===== src/rtl/core/tks_pkg.sv =====
// ----------------------------------------------------------------------------
// tks_pkg: shared types, codes and character helpers of the token scanner
// holds token kinds, keyword list, result record and position width
// ----------------------------------------------------------------------------
package tks_pkg;

    // sizing
    localparam int KEYWORD_MAX_LEN = 8;
    localparam int POSITION_BITS   = 32;
    localparam int POS_EXT_W       = (POSITION_BITS > 32) ? POSITION_BITS : 32;
    localparam int KW_TEXT_BYTES   = 8;
    localparam int KW_IDX_W        = $clog2(KW_TEXT_BYTES);
    localparam int KW_COUNT        = 15;
    localparam int FIFO_DEPTH      = 4;
    localparam int FIFO_PTR_W      = $clog2(FIFO_DEPTH);
    localparam int FIFO_CNT_W      = FIFO_PTR_W + 1;

    // token kinds
    localparam logic [5:0] K_ID      = 6'd13;
    localparam logic [5:0] K_NUMBER  = 6'd14;
    localparam logic [5:0] K_STRING  = 6'd15;
    localparam logic [5:0] K_PLUS    = 6'd16;
    localparam logic [5:0] K_MINUS   = 6'd17;
    localparam logic [5:0] K_MULT    = 6'd18;
    localparam logic [5:0] K_DIV     = 6'd19;
    localparam logic [5:0] K_MOD     = 6'd20;
    localparam logic [5:0] K_ASSIGN  = 6'd21;
    localparam logic [5:0] K_NOT     = 6'd22;
    localparam logic [5:0] K_LT      = 6'd23;
    localparam logic [5:0] K_LE      = 6'd24;
    localparam logic [5:0] K_GT      = 6'd25;
    localparam logic [5:0] K_GE      = 6'd26;
    localparam logic [5:0] K_NE      = 6'd27;
    localparam logic [5:0] K_EQ      = 6'd28;
    localparam logic [5:0] K_INS     = 6'd29;
    localparam logic [5:0] K_EXT     = 6'd30;
    localparam logic [5:0] K_COMMA   = 6'd31;
    localparam logic [5:0] K_SEMI    = 6'd32;
    localparam logic [5:0] K_LPAREN  = 6'd33;
    localparam logic [5:0] K_RPAREN  = 6'd34;
    localparam logic [5:0] K_UNKNOWN = 6'd35;
    localparam logic [5:0] K_EOF     = 6'd36;

    // characters with a meaning of their own
    localparam logic [7:0] CH_PLUS   = 8'h2B;
    localparam logic [7:0] CH_MINUS  = 8'h2D;
    localparam logic [7:0] CH_STAR   = 8'h2A;
    localparam logic [7:0] CH_PCT    = 8'h25;
    localparam logic [7:0] CH_COMMA  = 8'h2C;
    localparam logic [7:0] CH_SEMI   = 8'h3B;
    localparam logic [7:0] CH_LPAREN = 8'h28;
    localparam logic [7:0] CH_RPAREN = 8'h29;
    localparam logic [7:0] CH_SLASH  = 8'h2F;
    localparam logic [7:0] CH_LT     = 8'h3C;
    localparam logic [7:0] CH_GT     = 8'h3E;
    localparam logic [7:0] CH_BANG   = 8'h21;
    localparam logic [7:0] CH_EQUAL  = 8'h3D;
    localparam logic [7:0] CH_QUOTE  = 8'h22;
    localparam logic [7:0] CH_NL     = 8'h0A;
    localparam logic [7:0] CH_UNDER  = 8'h5F;

    // keyword list, text left-aligned with first character in the top byte
    localparam logic [8*KW_TEXT_BYTES-1:0] KW_TEXT [KW_COUNT] = '{
        {"begin", 24'h0}, {"break", 24'h0}, {"cin", 40'h0}, "continue",
        {"cout", 32'h0}, {"do", 48'h0}, {"else", 32'h0}, {"end", 40'h0},
        {"if", 48'h0}, {"int", 40'h0}, {"loop", 32'h0}, {"then", 32'h0},
        {"while", 24'h0}, {"exit", 32'h0}, {"newline", 8'h0}
    };
    localparam logic [3:0] KW_LEN [KW_COUNT] = '{
        4'd5, 4'd5, 4'd3, 4'd8, 4'd4, 4'd2, 4'd4, 4'd3,
        4'd2, 4'd3, 4'd4, 4'd4, 4'd5, 4'd4, 4'd7
    };
    localparam logic [5:0] KW_KIND [KW_COUNT] = '{
        6'd0, 6'd1, 6'd2, 6'd3, 6'd4, 6'd5, 6'd6, 6'd7,
        6'd8, 6'd9, 6'd10, 6'd11, 6'd12, 6'd37, 6'd38
    };

    // one result record
    typedef struct packed {
        logic [5:0]  kind;
        logic [31:0] start;
        logic [15:0] length;
        logic        err;
        logic        last;
    } tks_result_t;

    function automatic logic is_letter(input logic [7:0] c);
        return (c == CH_UNDER) || (c >= 8'h61 && c <= 8'h7A) || (c >= 8'h41 && c <= 8'h5A);
    endfunction

    function automatic logic is_digit(input logic [7:0] c);
        return (c >= 8'h30) && (c <= 8'h39);
    endfunction

    function automatic logic is_space(input logic [7:0] c);
        return (c == 8'h20) || (c >= 8'h09 && c <= 8'h0D);
    endfunction

    // keyword match over the zero-padded buffer
    function automatic logic [5:0] ident_kind(input logic [8*KW_TEXT_BYTES-1:0] word,
                                              input logic [15:0] count);
        logic [5:0] kind;
        kind = K_ID;
        if (count <= 16'(KEYWORD_MAX_LEN)) begin
            for (int i = 0; i < KW_COUNT; i++) begin
                if (count == 16'(KW_LEN[i]) && word == KW_TEXT[i]) begin
                    kind = KW_KIND[i];
                end
            end
        end
        return kind;
    endfunction

    // low 32 bits of a position, zero-extended when positions are narrower
    function automatic logic [31:0] pos_to_start(input logic [POSITION_BITS-1:0] p);
        logic [POS_EXT_W-1:0] wide;
        wide = POS_EXT_W'(p);
        return wide[31:0];
    endfunction

endpackage


===== src/rtl/core/token_scanner.sv =====
// ----------------------------------------------------------------------------
// token_scanner: streaming lexical scanner, one source byte per transfer
// ----------------------------------------------------------------------------
// Input channel s_*: one character per transfer in s_tdata; s_tlast high marks
// the end of the source, and s_tdata of that transfer is ignored.
// Output channel m_*: one token per transfer. m_tdata carries start offset and
// length, m_tuser the kind and the scan error flag, m_tlast marks the last
// token caused by one input transfer.
// A character lands in an input register, is scanned from there once the queue
// has room for two results, and its tokens enter a four-entry result queue that
// feeds the output channel.
// One character per cycle is sustained as
// long as each character yields at most one token and the receiver keeps up;
// a character that closes a token and forms another yields two, and the queue
// absorbs the extra one while the output drains one token per cycle.
// When the receiver stalls, the queue fills and s_tready falls once fewer
// than two queue entries are free; nothing is dropped.
// Reset clears the scanner to idle between tokens at offset zero and empties
// the queue; no clearing pass is needed.
// ----------------------------------------------------------------------------
module token_scanner
    import tks_pkg::*;
(
    input  logic        aclk,
    input  logic        aresetn,
    input  logic        s_tvalid,
    output logic        s_tready,
    input  logic [7:0]  s_tdata,   // char_code
    input  logic        s_tlast,   // end_of_input
    output logic        m_tvalid,
    input  logic        m_tready,
    output logic [47:0] m_tdata,   // token_start[31:0], token_length[47:32]
    output logic [6:0]  m_tuser,   // token_kind[5:0], scan_error[6]
    output logic        m_tlast    // last_result
);

    logic                  in_vld_reg;
    logic [7:0]            in_char_reg;
    logic                  in_eoi_reg;
    logic                  advance;
    logic [1:0]            push_n;
    tks_result_t           res0, res1, head;
    logic                  not_empty;
    logic [FIFO_CNT_W-1:0] fill;

    // scan the held character when the queue has room for two results
    assign advance  = in_vld_reg && (fill <= FIFO_CNT_W'(FIFO_DEPTH - 2));
    assign s_tready = !in_vld_reg || advance;

    // input register
    always_ff @(posedge aclk) begin
        if (!aresetn) begin
            in_vld_reg <= 1'b0;
        end else if (s_tready) begin
            in_vld_reg <= s_tvalid;
        end
    end

    always_ff @(posedge aclk) begin
        if (s_tready && s_tvalid) begin
            in_char_reg <= s_tdata;
            in_eoi_reg  <= s_tlast;
        end
    end

    tks_scan_core u_core (
        .aclk         (aclk),
        .aresetn      (aresetn),
        .step         (advance),
        .char_code    (in_char_reg),
        .end_of_input (in_eoi_reg),
        .push_n       (push_n),
        .res0         (res0),
        .res1         (res1)
    );

    tks_result_fifo u_fifo (
        .aclk      (aclk),
        .aresetn   (aresetn),
        .push_n    (push_n),
        .push0     (res0),
        .push1     (res1),
        .pop       (m_tvalid && m_tready),
        .head      (head),
        .not_empty (not_empty),
        .count     (fill)
    );

    // output channel
    assign m_tvalid = not_empty;
    assign m_tdata  = {head.length, head.start};
    assign m_tuser  = {head.err, head.kind};
    assign m_tlast  = head.last;

endmodule


===== src/rtl/core/tks_scan_core.sv =====
// ----------------------------------------------------------------------------
// tks_scan_core: scanner state and per-character token logic
// updates the scan mode on each step and forms up to two result records
// ----------------------------------------------------------------------------
module tks_scan_core
    import tks_pkg::*;
(
    input  logic        aclk,
    input  logic        aresetn,
    input  logic        step,
    input  logic [7:0]  char_code,
    input  logic        end_of_input,
    output logic [1:0]  push_n,
    output tks_result_t res0,
    output tks_result_t res1
);

    // scan modes
    localparam logic [3:0] M_IDLE   = 4'd0;
    localparam logic [3:0] M_IDENT  = 4'd1;
    localparam logic [3:0] M_NUMBER = 4'd2;
    localparam logic [3:0] M_SLASH  = 4'd3;
    localparam logic [3:0] M_LINE   = 4'd4;
    localparam logic [3:0] M_BLOCK  = 4'd5;
    localparam logic [3:0] M_BSTAR  = 4'd6;
    localparam logic [3:0] M_STRING = 4'd7;
    localparam logic [3:0] M_LT     = 4'd8;
    localparam logic [3:0] M_GT     = 4'd9;
    localparam logic [3:0] M_BANG   = 4'd10;
    localparam logic [3:0] M_EQ     = 4'd11;

    logic [3:0]               mode_reg,   mode_next;
    logic [15:0]              count_reg,  count_next;
    logic [POSITION_BITS-1:0] origin_reg, origin_next;
    logic [POSITION_BITS-1:0] pos_reg,    pos_next;
    logic [7:0]               kbuf_reg [KW_TEXT_BYTES];
    logic [7:0]               kbuf_next [KW_TEXT_BYTES];

    logic [8*KW_TEXT_BYTES-1:0] kw_word;
    logic [15:0]              count_bump;
    logic                     pend_v;
    logic [5:0]               pend_kind;
    logic [15:0]              pend_len;
    logic                     a_v, b_v, run_idle;
    tks_result_t              a_res, b_res;
    logic [31:0]              pos_start, origin_start;

    // buffer as one word, first character in the top byte
    always_comb begin
        for (int i = 0; i < KW_TEXT_BYTES; i++) begin
            kw_word[8*(KW_TEXT_BYTES-1-i) +: 8] = kbuf_reg[i];
        end
    end

    assign count_bump   = (count_reg != 16'hFFFF) ? count_reg + 16'd1 : count_reg;
    assign pos_start    = pos_to_start(pos_reg);
    assign origin_start = pos_to_start(origin_reg);

    // token that a non-extending character closes
    always_comb begin
        pend_v    = 1'b1;
        pend_kind = K_ID;
        pend_len  = 16'd1;
        unique case (mode_reg)
            M_IDENT: begin
                pend_kind = ident_kind(kw_word, count_reg);
                pend_len  = count_reg;
            end
            M_NUMBER: begin
                pend_kind = K_NUMBER;
                pend_len  = count_reg;
            end
            M_SLASH: pend_kind = K_DIV;
            M_LT:    pend_kind = K_LT;
            M_GT:    pend_kind = K_GT;
            M_BANG:  pend_kind = K_NOT;
            M_EQ:    pend_kind = K_ASSIGN;
            default: pend_v = 1'b0;
        endcase
    end

    // mode update and result forming
    always_comb begin
        mode_next   = mode_reg;
        count_next  = count_reg;
        origin_next = origin_reg;
        pos_next    = pos_reg;
        kbuf_next   = kbuf_reg;
        a_v         = 1'b0;
        b_v         = 1'b0;
        run_idle    = 1'b0;
        a_res       = '{kind: pend_kind, start: origin_start, length: pend_len,
                        err: 1'b0, last: 1'b0};
        b_res       = '{kind: K_EOF, start: pos_start, length: 16'd0,
                        err: 1'b0, last: 1'b1};

        if (end_of_input) begin
            // flush a pending token, then the eof token
            if (mode_reg == M_STRING || mode_reg == M_LINE ||
                mode_reg == M_BLOCK || mode_reg == M_BSTAR) begin
                b_res.err = 1'b1;
            end else begin
                a_v = pend_v;
            end
            b_v        = 1'b1;
            mode_next  = M_IDLE;
            count_next = 16'd0;
        end else begin
            unique case (mode_reg)
                M_IDENT: begin
                    if (is_letter(char_code)) begin
                        if (count_reg < 16'(KW_TEXT_BYTES)) begin
                            kbuf_next[count_reg[KW_IDX_W-1:0]] = char_code;
                        end
                        count_next = count_bump;
                    end else begin
                        a_v      = 1'b1;
                        run_idle = 1'b1;
                    end
                end
                M_NUMBER: begin
                    if (is_digit(char_code)) begin
                        count_next = count_bump;
                    end else begin
                        a_v      = 1'b1;
                        run_idle = 1'b1;
                    end
                end
                M_SLASH: begin
                    if (char_code == CH_SLASH) begin
                        mode_next = M_LINE;
                    end else if (char_code == CH_STAR) begin
                        mode_next = M_BLOCK;
                    end else begin
                        a_v      = 1'b1;
                        run_idle = 1'b1;
                    end
                end
                M_LINE: begin
                    if (char_code == CH_NL) mode_next = M_IDLE;
                end
                M_BLOCK: begin
                    if (char_code == CH_STAR) mode_next = M_BSTAR;
                end
                M_BSTAR: begin
                    if (char_code == CH_SLASH) begin
                        mode_next = M_IDLE;
                    end else if (char_code != CH_STAR) begin
                        mode_next = M_BLOCK;
                    end
                end
                M_STRING: begin
                    if (char_code == CH_QUOTE) begin
                        a_v          = 1'b1;
                        a_res.kind   = K_STRING;
                        a_res.length = count_reg;
                        mode_next    = M_IDLE;
                    end else begin
                        count_next = count_bump;
                    end
                end
                M_LT, M_GT, M_BANG, M_EQ: begin
                    a_v = 1'b1;
                    if (char_code == CH_EQUAL) begin
                        a_res.length = 16'd2;
                        mode_next    = M_IDLE;
                        priority case (mode_reg)
                            M_LT:    a_res.kind = K_LE;
                            M_GT:    a_res.kind = K_GE;
                            M_BANG:  a_res.kind = K_NE;
                            default: a_res.kind = K_EQ;
                        endcase
                    end else if (mode_reg == M_LT && char_code == CH_LT) begin
                        a_res.kind   = K_INS;
                        a_res.length = 16'd2;
                        mode_next    = M_IDLE;
                    end else if (mode_reg == M_GT && char_code == CH_GT) begin
                        a_res.kind   = K_EXT;
                        a_res.length = 16'd2;
                        mode_next    = M_IDLE;
                    end else begin
                        run_idle = 1'b1;
                    end
                end
                default: run_idle = 1'b1;
            endcase

            // scan the character from idle
            if (run_idle) begin
                mode_next    = M_IDLE;
                b_res.start  = pos_start;
                b_res.length = 16'd1;
                b_res.kind   = K_UNKNOWN;
                if (is_space(char_code)) begin
                    b_v = 1'b0;
                end else if (is_letter(char_code)) begin
                    for (int i = 0; i < KW_TEXT_BYTES; i++) kbuf_next[i] = 8'h00;
                    kbuf_next[0] = char_code;
                    mode_next    = M_IDENT;
                    origin_next  = pos_reg;
                    count_next   = 16'd1;
                end else if (is_digit(char_code)) begin
                    mode_next   = M_NUMBER;
                    origin_next = pos_reg;
                    count_next  = 16'd1;
                end else begin
                    b_v = 1'b1;
                    priority case (char_code)
                        CH_PLUS:   b_res.kind = K_PLUS;
                        CH_MINUS:  b_res.kind = K_MINUS;
                        CH_STAR:   b_res.kind = K_MULT;
                        CH_PCT:    b_res.kind = K_MOD;
                        CH_COMMA:  b_res.kind = K_COMMA;
                        CH_SEMI:   b_res.kind = K_SEMI;
                        CH_LPAREN: b_res.kind = K_LPAREN;
                        CH_RPAREN: b_res.kind = K_RPAREN;
                        CH_SLASH, CH_LT, CH_GT, CH_BANG, CH_EQUAL: begin
                            b_v         = 1'b0;
                            origin_next = pos_reg;
                            count_next  = 16'd1;
                            priority case (char_code)
                                CH_SLASH: mode_next = M_SLASH;
                                CH_LT:    mode_next = M_LT;
                                CH_GT:    mode_next = M_GT;
                                CH_BANG:  mode_next = M_BANG;
                                default:  mode_next = M_EQ;
                            endcase
                        end
                        CH_QUOTE: begin
                            b_v         = 1'b0;
                            mode_next   = M_STRING;
                            origin_next = pos_reg + POSITION_BITS'(1);
                            count_next  = 16'd0;
                        end
                        default: b_res.kind = K_UNKNOWN;
                    endcase
                end
            end
            pos_next = pos_reg + POSITION_BITS'(1);
        end
    end

    // order results: closed token first, then the idle-scan or eof token
    always_comb begin
        res0      = a_v ? a_res : b_res;
        res0.last = !(a_v && b_v);
        res1      = b_res;
        res1.last = 1'b1;
        push_n    = step ? ({1'b0, a_v} + {1'b0, b_v}) : 2'd0;
    end

    // scanner state
    always_ff @(posedge aclk) begin
        if (!aresetn) begin
            mode_reg   <= M_IDLE;
            count_reg  <= 16'd0;
            origin_reg <= '0;
            pos_reg    <= '0;
            for (int i = 0; i < KW_TEXT_BYTES; i++) kbuf_reg[i] <= 8'h00;
        end else if (step) begin
            mode_reg   <= mode_next;
            count_reg  <= count_next;
            origin_reg <= origin_next;
            pos_reg    <= pos_next;
            kbuf_reg   <= kbuf_next;
        end
    end

    // end of input always leaves one eof result and an idle scanner
    a_eoi_result: assert property (@(posedge aclk) disable iff (!aresetn)
        step && end_of_input |-> push_n != 2'd0)
        else $error("end of input gave no result");

    a_eoi_idle: assert property (@(posedge aclk) disable iff (!aresetn)
        step && end_of_input |=> mode_reg == M_IDLE && count_reg == 16'd0)
        else $error("scanner not idle after end of input");

    a_pos_hold: assert property (@(posedge aclk) disable iff (!aresetn)
        step && end_of_input |=> $stable(pos_reg))
        else $error("end marker moved the position");

endmodule


===== src/rtl/core/tks_result_fifo.sv =====
// ----------------------------------------------------------------------------
// tks_result_fifo: result queue between scanner and output channel
// takes up to two records per cycle and hands out one per transfer
// ----------------------------------------------------------------------------
module tks_result_fifo
    import tks_pkg::*;
(
    input  logic                  aclk,
    input  logic                  aresetn,
    input  logic [1:0]            push_n,
    input  tks_result_t           push0,
    input  tks_result_t           push1,
    input  logic                  pop,
    output tks_result_t           head,
    output logic                  not_empty,
    output logic [FIFO_CNT_W-1:0] count
);

    tks_result_t           mem [FIFO_DEPTH];
    logic [FIFO_PTR_W-1:0] wr_ptr_reg, wr_ptr_next;
    logic [FIFO_PTR_W-1:0] rd_ptr_reg, rd_ptr_next;
    logic [FIFO_CNT_W-1:0] count_reg,  count_next;

    // pointer and fill bookkeeping
    always_comb begin
        wr_ptr_next = wr_ptr_reg + FIFO_PTR_W'(push_n);
        rd_ptr_next = rd_ptr_reg + FIFO_PTR_W'(pop);
        count_next  = count_reg + FIFO_CNT_W'(push_n) - FIFO_CNT_W'(pop);
    end

    always_ff @(posedge aclk) begin
        if (!aresetn) begin
            wr_ptr_reg <= '0;
            rd_ptr_reg <= '0;
            count_reg  <= '0;
        end else begin
            wr_ptr_reg <= wr_ptr_next;
            rd_ptr_reg <= rd_ptr_next;
            count_reg  <= count_next;
        end
    end

    // storage, two write slots
    always_ff @(posedge aclk) begin
        if (push_n != 2'd0) mem[wr_ptr_reg] <= push0;
        if (push_n == 2'd2) mem[wr_ptr_reg + FIFO_PTR_W'(1)] <= push1;
    end

    assign head      = mem[rd_ptr_reg];
    assign not_empty = (count_reg != '0);
    assign count     = count_reg;

    a_no_underflow: assert property (@(posedge aclk) disable iff (!aresetn)
        pop |-> count_reg != '0)
        else $error("pop from empty result queue");

    a_no_overflow: assert property (@(posedge aclk) disable iff (!aresetn)
        push_n != 2'd0 |-> count_reg <= FIFO_CNT_W'(FIFO_DEPTH - 2))
        else $error("push into full result queue");

    a_count_track: assert property (@(posedge aclk) disable iff (!aresetn)
        1'b1 |=> count_reg == FIFO_CNT_W'(FIFO_PTR_W'(wr_ptr_reg - rd_ptr_reg)) ||
                 (count_reg == FIFO_CNT_W'(FIFO_DEPTH) && wr_ptr_reg == rd_ptr_reg))
        else $error("queue count disagrees with pointers");

endmodule


===== config.mk =====
export PLATFORM = sky130hd
export DESIGN_NAME = token_scanner
export DESIGN_NICKNAME = d
export VERILOG_FILES = /design/src/rtl/core/tks_pkg.sv /design/src/rtl/core/token_scanner.sv /design/src/rtl/core/tks_scan_core.sv /design/src/rtl/core/tks_result_fifo.sv
export SDC_FILE = /design/constraint.sdc
export NUM_CORES = 1
export LEC_CHECK = 0
export BUFFER_PORTS_ARGS = -buffer_cell sky130_fd_sc_hd__buf_2
export CORE_MARGIN = 10
export CORE_UTILIZATION = 45
export DETAILED_ROUTE_END_ITERATION = 10
export HOLD_SLACK_MARGIN = 0.08
export SYNTH_ARGS = -nofsm -noshare
export SYNTH_HDL_FRONTEND = slang
export SYNTH_HIERARCHICAL = 1
export SYNTH_SLANG_ARGS = --single-unit

===== constraint.sdc =====
create_clock -name aclk -period 9.7 [get_ports aclk]
set_input_delay 0.97 -clock aclk [delete_from_list [all_inputs] [get_ports aclk]]
set_output_delay 0.97 -clock aclk [all_outputs]
set_load 0.01 [all_outputs]

==> results of run 1 <==
per-stage QoR:
stage	instance area [sq um]	worst slack, ns	util [%]	total power [mW]
6_report	22690	4.323	49.90	4.009
5_1_grt	22690	3.925	49.90	4.172
4_1_cts	22690	4.339	49.90	4.068
3_5_place_dp	21390	4.364	47.03	2.510
3_3_place_gp	21390	4.516	47.03	2.508
2_1_floorplan	20770	2.609	-	2.298
synthesized netlist by cell type (all sizes together), types with 7 or more instances:
master | n | area, sq um
mux2 | 253 | 2849
edfxtp | 233 | 6997
nor2 | 162 | 625.6
dfxtp | 156 | 3123
nand2 | 86 | 325.3
buf | 71 | 473.0
clkbuf | 60 | 225.2
mux4 | 56 | 1261
nand3 | 55 | 285.3
o21ai | 50 | 250.2
nand4 | 42 | 269.0
a21oi | 40 | 215.2
nor3 | 38 | 211.5
and2 | 37 | 236.5
xnor2 | 37 | 324.1
mux2i | 32 | 320.3
a211oi | 30 | 235.2
inv | 29 | 108.9
nor4 | 25 | 207.7
o2bb2ai | 24 | 210.2
xor2 | 24 | 210.2
nor2b | 23 | 143.9
and3 | 22 | 137.6
ha | 14 | 175.2
or3 | 13 | 81.33
a31oi | 9 | 56.30
and4 | 9 | 78.83
nand2b | 9 | 56.30
nor3b | 8 | 76.32
o22ai | 8 | 50.05
nor4bb | 7 | 70.07
or4 | 7 | 56.30
power breakdown:
group,internal (mW),total (mW),switching (mW)
Clock,0.876,1.55,0.670
Combinational,0.276,0.598,0.322
Sequential,1.80,1.86,0.0635
Total,2.95,4.01,1.05
worst max-delay path, stage by stage (launching register included):
cell                       delay [ns]
sky130_fd_sc_hd__edfxtp_1        0.85
sky130_fd_sc_hd__nor4bb_1        0.56
sky130_fd_sc_hd__o311ai_1        0.20
sky130_fd_sc_hd__a22oi_1         0.28
sky130_fd_sc_hd__nand4_2         0.28
sky130_fd_sc_hd__nand2_2         0.21
sky130_fd_sc_hd__inv_1           0.10
sky130_fd_sc_hd__a21o_1          0.18
sky130_fd_sc_hd__ha_1            0.27
sky130_fd_sc_hd__and2_1          0.34
sky130_fd_sc_hd__o21bai_1        0.22
sky130_fd_sc_hd__o21ai_4         0.87
sky130_fd_sc_hd__buf_4           0.62
cells by family (layout without fill, tap and decap cells):
| kind of cell | after synthesis | after routing | synth area share [%] |
|---|---|---|---|
| mux | 341 | 341 | 21.38 |
| buf+inv | 161 | 199 | 3.913 |
| other cells | 2 | 17 | 0.03625 |
| simple gates | 565 | 565 | 14.90 |
| flops | 389 | 389 | 48.84 |
| xor+xnor | 63 | 63 | 2.796 |
| fa+ha+maj | 15 | 15 | 0.9421 |
| compound gates | 216 | 216 | 7.187 |
worst max-delay path by stage:
stage,from,to,slack [ns],depth (start not counted)
CTS,in_char_reg[1]$_DFFE_PP_,u_fifo/mem[0][46]$_DFFE_PP_,4.34,12
global placement,in_char_reg[1]$_DFFE_PP_,u_fifo/mem[1][11]$_DFFE_PP_,4.52,12
detailed placement,in_char_reg[1]$_DFFE_PP_,u_fifo/mem[0][43]$_DFFE_PP_,4.36,12
global route,in_char_reg[1]$_DFFE_PP_,u_fifo/mem[0][29]$_DFFE_PP_,3.92,12
finish,in_char_reg[1]$_DFFE_PP_,u_fifo/mem[0][29]$_DFFE_PP_,4.32,12
floorplan,in_char_reg[4]$_DFFE_PP_,u_fifo/mem[0][0]$_DFFE_PP_,2.61,12
area by class of cell:
| cell class | instances | share of cell area, % |
|---|---|---|
| Antenna cell | 1 | 0.01103 |
| Clock buffer | 64 | 5.221 |
| Sequential cell | 389 | 44.61 |
| Clock inverter | 15 | 0.5293 |
| Multi-Input combinational cell | 1216 | 43.62 |
| Timing Repair Buffer | 90 | 2.205 |
| Inverter | 30 | 0.4962 |
| Tap cell | 600 | 3.308 |
metal layers:
| metal | global-route usage [%] | up-vias | routed length [um] |
|---|---|---|---|
| li1 | - | 6632 | - |
| met5 | 0 | - | 0 |
| met4 | 4.466 | 0 | 975 |
| met3 | 3.528 | 67 | 2865 |
| met2 | 30.77 | 333 | 24620 |
| met1 | 26.15 | 7022 | 24180 |
==> flow_summary.html, run 1 <==
<table>
<tr><th>Metric</th><th>Value</th></tr>
<tr><th colspan="2">Finish</th></tr>
<tr><td>Area taken by multi-input logic gates</td><td>9898 sq um</td></tr>
<tr><td>Most frequent standard cell in the layout excluding fill and tap cells</td><td>sky130_fd_sc_hd__edfxtp_1</td></tr>
<tr><td>Final std cells w/o fill</td><td>around 2400</td></tr>
<tr><td>Flip-flop count of the largest register, all copies and words added</td><td>between 200 and 250</td></tr>
<tr><td>Register Area</td><td>10120 sq um</td></tr>
<tr><td>Layout cell share with drive strength beyond 1</td><td>a little over a fifth</td></tr>
<tr><td>Layout overhead on the synthesized area</td><td>9.536%</td></tr>
<tr><td>Leading cell types in the layout, fill and taps excluded</td><td>sky130_fd_sc_hd__edfxtp_1 (233), sky130_fd_sc_hd__nor2_1 (157), sky130_fd_sc_hd__dfxtp_1 (154), sky130_fd_sc_hd__mux2_2 (138), sky130_fd_sc_hd__mux2_1 (115)</td></tr>
<tr><td>Filler Cell Count</td><td>4152</td></tr>
<tr><td>Final #Nets</td><td>1798</td></tr>
<tr><th colspan="2">Timing</th></tr>
<tr><td>Setup violations, final</td><td>0</td></tr>
<tr><td>Clock skew after layout</td><td>0.01854 ns</td></tr>
<tr><td>Hold violation count in the final report</td><td>0</td></tr>
<tr><td>Relative slew slack</td><td>about an eighth</td></tr>
<tr><td>Setup TNS Final</td><td>0 ns</td></tr>
<tr><td>Fin. max-slew vios</td><td>0</td></tr>
<tr><td>Achievable frequency</td><td>186.0 MHz</td></tr>
<tr><td>Unrepaired setup endpoints after global routing</td><td>no</td></tr>
<tr><td>Portion of the clock cycle consumed by the worst path in the final layout</td><td>a little under three fifths</td></tr>
<tr><td>Least-Margin Pin Slew</td><td>about 1.3 ns</td></tr>
<tr><td>Hold WS</td><td>roughly 0.46 ns</td></tr>
<tr><td>Clock period minus worst slack</td><td>approximately 5.4 ns</td></tr>
<tr><th colspan="2">Die</th></tr>
<tr><td>Area of the placeable core</td><td>45480 sq um</td></tr>
<tr><td>Die span in y</td><td>about 230 um</td></tr>
<tr><td>Initial standard-cell utilization of the core</td><td>around 46%</td></tr>
<tr><td>Width of the die</td><td>234.6 um</td></tr>
<tr><td>I/O pin cnt</td><td>between 70 and 80</td></tr>
<tr><td>Die area</td><td>about 55000 sq um</td></tr>
<tr><td>Cell row count</td><td>78</td></tr>
<tr><th colspan="2">Power and ir drop</th></tr>
<tr><td>Worst vdd ir</td><td>0.1374 mV</td></tr>
<tr><td>Leakage dissipation</td><td>7.809 nW</td></tr>
<tr><td>Power density over cell area</td><td>between 150 and 200 nW/um^2</td></tr>
<tr><th colspan="2">Global routing</th></tr>
<tr><td>Global-route usage over all layers</td><td>a little under a fifth</td></tr>
<tr><td>Number of global-route vias before repair</td><td>about 14000</td></tr>
<tr><td>Maximum number of pins on one net before global-route repair</td><td>between 60 and 70</td></tr>
<tr><td>Global-route wire length before repair</td><td>approximately 83 mm</td></tr>
<tr><td>Remaining global-route overflow</td><td>0</td></tr>
<tr><td>Initial antenna violation count</td><td>0</td></tr>
<tr><th colspan="2">Detailed routing</th></tr>
<tr><td>Initial DRT Pass Iterations</td><td>5</td></tr>
<tr><td>Initial DRC count</td><td>around 1100</td></tr>
<tr><td>Total detailed-routing wirelength</td><td>about 53 mm</td></tr>
<tr><td>Mean number of vias per cell</td><td>approximately 6</td></tr>
<tr><td>Total vias in the final route</td><td>14050</td></tr>
<tr><td>Number of nets with antenna violations after routing</td><td>0</td></tr>
<tr><td>Post-route DRC</td><td>0</td></tr>
<tr><td>Average wire per cell in the routed design</td><td>roughly 22 um</td></tr>
<tr><th colspan="2">Clock tree</th></tr>
<tr><td>Number of resized instances in the post-cts repair step</td><td>0</td></tr>
<tr><td>Post-CTS Setup Repair Bufs</td><td>0</td></tr>
<tr><td>TritonCTS clock tree</td><td>built</td></tr>
<tr><td>Clock Tree Root</td><td>sky130_fd_sc_hd__clkbuf_16</td></tr>
<tr><td>Clock sinks</td><td>just under 400</td></tr>
<tr><td>Clock transition at the registers of the reported paths</td><td>0.06 ns</td></tr>
<tr><td>Clock latency at the later pin of the worst-skew pair</td><td>0.58 ns</td></tr>
<tr><td>H-Tree Level Count</td><td>2</td></tr>
<tr><td>Longest Clk Path Bufs</td><td>3</td></tr>
<tr><td>Number of CTS-inserted buffers</td><td>43</td></tr>
<tr><td>Hold Buf Count CTS</td><td>0</td></tr>
<tr><th colspan="2">Worst setup path</th></tr>
<tr><td>Cells on worst reg2reg path</td><td>12</td></tr>
<tr><td>Startpoint kind of the worst setup timing path</td><td>flip-flop</td></tr>
<tr><td>Data required time at the worst endpoint</td><td>between 9 and 10 ns</td></tr>
<tr><td>Startpoint-to-endpoint class of the critical path</td><td>reg2reg</td></tr>
<tr><td>Startpoint of the worst-slack reg-to-reg timing path</td><td>in_char_reg[1]$_DFFE_PP_</td></tr>
<tr><td>WP data arrival</td><td>between 5 and 6 ns</td></tr>
<tr><td>Flop2flop setup slack</td><td>4.32 ns</td></tr>
<tr><td>Worst setup EP type</td><td>flip-flop</td></tr>
<tr><td>Critical path fanouts, max</td><td>31</td></tr>
<tr><td>FF-to-FF End</td><td>u_fifo/mem[0][29]$_DFFE_PP_</td></tr>
<tr><th colspan="2">Yosys</th></tr>
<tr><td>Gate count of the mapped netlist</td><td>1752</td></tr>
<tr><td>Sequential area share after synthesis</td><td>between 40% and 50%</td></tr>
<tr><td>Count of unique library cells instantiated by Yosys</td><td>93</td></tr>
<tr><td>Synthesized area divided by synthesized cell count</td><td>11.83 sq um</td></tr>
<tr><td>Number of warnings issued by yosys</td><td>6</td></tr>
<tr><td>Register bit total from synthesis</td><td>around 400</td></tr>
<tr><td>Async S/R FF share, synth</td><td>0%</td></tr>
<tr><td>Flip-flop cell with the highest count after synthesis</td><td>sky130_fd_sc_hd__edfxtp_1</td></tr>
<tr><td>Netlist Area Pre-Place</td><td>20720 sq um</td></tr>
<tr><td>Count of flip-flops with a built-in enable after synthesis</td><td>233</td></tr>
<tr><th colspan="2">Hold path</th></tr>
<tr><td>Worst hold endpoint</td><td>u_core/kbuf_reg[23]$_SDFFE_PN0P_</td></tr>
<tr><td>Hold Path Depth</td><td>1</td></tr>
<tr><td>Launch instance of the worst min-delay path</td><td>u_core/kbuf_reg[23]$_SDFFE_PN0P_</td></tr>
<tr><td>Worst hold path class</td><td>reg2reg</td></tr>
<tr><th colspan="2">Placed design</th></tr>
<tr><td>Last weighted congestion value of the routability-driven placer</td><td>0.8996</td></tr>
<tr><td>HPWL after detailed placement</td><td>roughly 33 mm</td></tr>
<tr><td>Buffers on Ports</td><td>70</td></tr>
<tr><td>Number of cells in the design after placement</td><td>around 2300</td></tr>
<tr><th colspan="2">Flow run</th></tr>
<tr><td>Maximum capacitance violations</td><td>0</td></tr>
<tr><th colspan="2">Run status</th></tr>
<tr><td>Run status</td><td>finished clean</td></tr>
</table>
No activity file was read; power rests on OpenSTA's default activity.
==> run 2, diff against run 1 <==
==> constraint.sdc (replaced) <==
create_clock -name aclk -period 5.1 [get_ports aclk]
set_input_delay 0.51 -clock aclk [delete_from_list [all_inputs] [get_ports aclk]]
set_output_delay 0.51 -clock aclk [all_outputs]
set_load 0.01 [all_outputs]
==> flow_summary.html, run 2 (synthesized netlist as in run 1, its figures left out) <==
<table>
<tr><th>Metric</th><th>Value</th></tr>
<tr><th colspan="2">Finish</th></tr>
<tr><td>Fin util</td><td>50.71%</td></tr>
<tr><td>Leading cell types in the layout, fill and taps excluded</td><td>sky130_fd_sc_hd__edfxtp_1 (233), sky130_fd_sc_hd__nor2_1 (157), sky130_fd_sc_hd__dfxtp_1 (154), sky130_fd_sc_hd__mux2_2 (138), sky130_fd_sc_hd__mux2_1 (115)</td></tr>
<tr><td>Most frequent standard cell in the layout excluding fill and tap cells</td><td>sky130_fd_sc_hd__edfxtp_1</td></tr>
<tr><td>Number of diodes</td><td>0</td></tr>
<tr><td>Layout overhead on the synthesized area</td><td>11.31%</td></tr>
<tr><td>Layout cell share with drive strength beyond 1</td><td>a little under a quarter</td></tr>
<tr><td>Filler Cell Count</td><td>just over 4000</td></tr>
<tr><td>Cell area after layout</td><td>approximately 23000 sq um</td></tr>
<tr><td>Flip-flop count of the largest register, all copies and words added</td><td>between 200 and 250</td></tr>
<tr><td>Final #Nets</td><td>around 1800</td></tr>
<tr><th colspan="2">Worst setup path</th></tr>
<tr><td>Data required time at the worst endpoint</td><td>approximately 5.4 ns</td></tr>
<tr><td>Startpoint-to-endpoint class of the critical path</td><td>reg2reg</td></tr>
<tr><td>Cells on worst reg2reg path</td><td>12</td></tr>
<tr><td>Critical path fanouts, max</td><td>25</td></tr>
<tr><td>WP data arrival</td><td>approximately 5 ns</td></tr>
<tr><td>Worst setup EP type</td><td>flip-flop</td></tr>
<tr><td>Startpoint kind of the worst setup timing path</td><td>flip-flop</td></tr>
<tr><th colspan="2">Timing</th></tr>
<tr><td>Fin. max-slew vios</td><td>0</td></tr>
<tr><td>Least-Margin Pin Slew</td><td>between 1 and 1.5 ns</td></tr>
<tr><td>Unrepaired setup endpoints after global routing</td><td>no</td></tr>
<tr><td>Hold WS</td><td>around 0.12 ns</td></tr>
<tr><td>Achievable frequency</td><td>213.0 MHz</td></tr>
<tr><td>Clock skew after layout</td><td>between 0.01 and 0.015 ns</td></tr>
<tr><td>Setup violations, final</td><td>0</td></tr>
<tr><td>Crit path setup slack, layout</td><td>~0.41 ns</td></tr>
<tr><td>Portion of the clock cycle consumed by the worst path in the final layout</td><td>between 90% and 100%</td></tr>
<tr><td>Relative slew slack</td><td>a little under a third</td></tr>
<tr><td>Hold violation count in the final report</td><td>0</td></tr>
<tr><td>Clock period minus worst slack</td><td>4.694 ns</td></tr>
<tr><th colspan="2">Clock tree</th></tr>
<tr><td>Clock sinks</td><td>around 400</td></tr>
<tr><td>Clock transition at the registers of the reported paths</td><td>roughly 0.060 ns</td></tr>
<tr><td>TritonCTS clock tree</td><td>built</td></tr>
<tr><td>Hold Buf Count CTS</td><td>0</td></tr>
<tr><td>Clock latency at the later pin of the worst-skew pair</td><td>0.57 ns</td></tr>
<tr><td>Number of resized instances in the post-cts repair step</td><td>0</td></tr>
<tr><td>H-Tree Level Count</td><td>2</td></tr>
<tr><td>Clock Tree Root</td><td>sky130_fd_sc_hd__clkbuf_16</td></tr>
<tr><td>Number of CTS-inserted buffers</td><td>43</td></tr>
<tr><td>Longest Clk Path Bufs</td><td>3</td></tr>
<tr><td>Post-CTS Setup Repair Bufs</td><td>0</td></tr>
<tr><th colspan="2">Placed design</th></tr>
<tr><td>DP Area</td><td>approximately 22000 sq um</td></tr>
<tr><td>Last weighted congestion value of the routability-driven placer</td><td>between 0.9 and 1</td></tr>
<tr><td>HPWL after detailed placement</td><td>33.61 mm</td></tr>
<tr><td>Worst-case setup slack after placement</td><td>about 0.46 ns</td></tr>
<tr><td>Buffers on Ports</td><td>70</td></tr>
<tr><th colspan="2">Power and ir drop</th></tr>
<tr><td>Worst vdd ir</td><td>0.4383 mV</td></tr>
<tr><td>Leakage dissipation</td><td>around 8.0 nW</td></tr>
<tr><td>Power density over cell area</td><td>approximately 340 nW/um^2</td></tr>
<tr><th colspan="2">Global routing</th></tr>
<tr><td>Number of global-route vias before repair</td><td>14010</td></tr>
<tr><td>Remaining global-route overflow</td><td>0</td></tr>
<tr><td>Global-route wire length before repair</td><td>a little over 80 mm</td></tr>
<tr><td>Global-route usage over all layers</td><td>19.06%</td></tr>
<tr><td>Initial antenna violation count</td><td>0</td></tr>
<tr><td>Maximum number of pins on one net before global-route repair</td><td>a little over 60</td></tr>
<tr><th colspan="2">Flow run</th></tr>
<tr><td>Maximum capacitance violations</td><td>0</td></tr>
<tr><th colspan="2">Die</th></tr>
<tr><td>Width of the die</td><td>234.6 um</td></tr>
<tr><td>Initial standard-cell utilization of the core</td><td>a little under half</td></tr>
<tr><td>Die span in y</td><td>between 200 and 250 um</td></tr>
<tr><td>Die area</td><td>about 55000 sq um</td></tr>
<tr><td>I/O pin cnt</td><td>71</td></tr>
<tr><td>Area of the placeable core</td><td>approximately 45000 sq um</td></tr>
<tr><td>Cell row count</td><td>78</td></tr>
<tr><th colspan="2">Detailed routing</th></tr>
<tr><td>Initial DRC count</td><td>~1200</td></tr>
<tr><td>Total vias in the final route</td><td>around 14000</td></tr>
<tr><td>Average wire per cell in the routed design</td><td>21.64 um</td></tr>
<tr><td>Mean number of vias per cell</td><td>5.861</td></tr>
<tr><td>Total detailed-routing wirelength</td><td>between 50 and 60 mm</td></tr>
<tr><td>Initial DRT Pass Iterations</td><td>6</td></tr>
<tr><td>Number of nets with antenna violations after routing</td><td>0</td></tr>
<tr><td>Post-route DRC</td><td>0</td></tr>
<tr><th colspan="2">Hold path</th></tr>
<tr><td>Worst hold path class</td><td>in2reg</td></tr>
<tr><td>Hold Path Depth</td><td>1</td></tr>
<tr><th colspan="2">Run status</th></tr>
<tr><td>Run status</td><td>finished clean</td></tr>
</table>
==> run 2: cell types whose count changed in the layout (fill, tap and decap cells not counted) <==
cell	previous run	this run
sky130_fd_sc_hd__clkbuf_16	43	44
sky130_fd_sc_hd__buf_12	0	9
sky130_fd_sc_hd__clkinv_8	0	1
sky130_fd_sc_hd__buf_4	20	31
sky130_fd_sc_hd__inv_16	1	0
sky130_fd_sc_hd__diode_2	1	0
sky130_fd_sc_hd__clkbuf_8	3	6
sky130_fd_sc_hd__clkinv_2	7	9
sky130_fd_sc_hd__bufinv_16	1	3
sky130_fd_sc_hd__clkbuf_1	18	11
==> run 2: metrics by stage <==
step / power, mW / cells / TNS [ns]
global route: 8.128 / 2425 / 0
detailed placement: 4.798 / 2345 / 0
CTS: 7.919 / 2425 / 0
finish: 7.807 / 2425 / 0
global placement: 4.781 / 2345 / 0
floorplan: 4.365 / 1766 / -41.22
==> run 2: metal layers <==
layer  GRT usage (%)  vias to the layer above  wire length (um)
li1                -                     6679                 -
met1           26.69                     7053             24190
met2           29.87                      421             24140
met3           4.033                       60              3238
met4           4.246                        0               918
met5               0                        -                 0
==> run 2: where the power goes <==
part / switching, mW / leakage [nW] / total [mW] / internal, mW
registers: 0.180 / 3.33 / 3.60 / 3.42
logic: 0.561 / 3.98 / 1.10 / 0.536
clock network: 1.28 / 0.692 / 3.11 / 1.83
==> run 2: critical path: stages (launching register included) <==
cell                       delay (ns)
sky130_fd_sc_hd__edfxtp_1        0.70
sky130_fd_sc_hd__nor4bb_1        0.59
sky130_fd_sc_hd__o311ai_1        0.20
sky130_fd_sc_hd__a22oi_1         0.28
sky130_fd_sc_hd__nand4_2         0.28
sky130_fd_sc_hd__nand2_2         0.23
sky130_fd_sc_hd__inv_1           0.10
sky130_fd_sc_hd__a21o_1          0.18
sky130_fd_sc_hd__ha_1            0.28
sky130_fd_sc_hd__and2_1          0.27
sky130_fd_sc_hd__and4bb_4        0.64
sky130_fd_sc_hd__buf_12          0.26
sky130_fd_sc_hd__mux2_2          0.36
==> run 2: layout make-up <==
cell class              instances  area, sq um  area share [%]
multi-input cells            1216         9898           42.92
well taps                     600        750.7           3.255
clock buffers                  61         1225           5.312
clock inverters                19        186.4          0.8084
repair buffers                110        763.2           3.310
inverters                      30        112.6          0.4883
flip-flops and latches        389        10120           43.90
==> run 2: final timing paths <==
| check | start | endpoint | slack, ns |
|---|---|---|---|
| min | s_tdata[3] | in_char_reg[3]$_DFFE_PP_ | 0.12 |
| max reg2reg | in_char_reg[0]$_DFFE_PP_ | u_fifo/mem[3][6]$_DFFE_PP_ | 0.41 |
| min reg2reg | u_core/kbuf_reg[15]$_SDFFE_PN0P_ | u_core/kbuf_reg[15]$_SDFFE_PN0P_ | 0.46 |
| max | in_char_reg[0]$_DFFE_PP_ | u_fifo/mem[3][6]$_DFFE_PP_ | 0.41 |
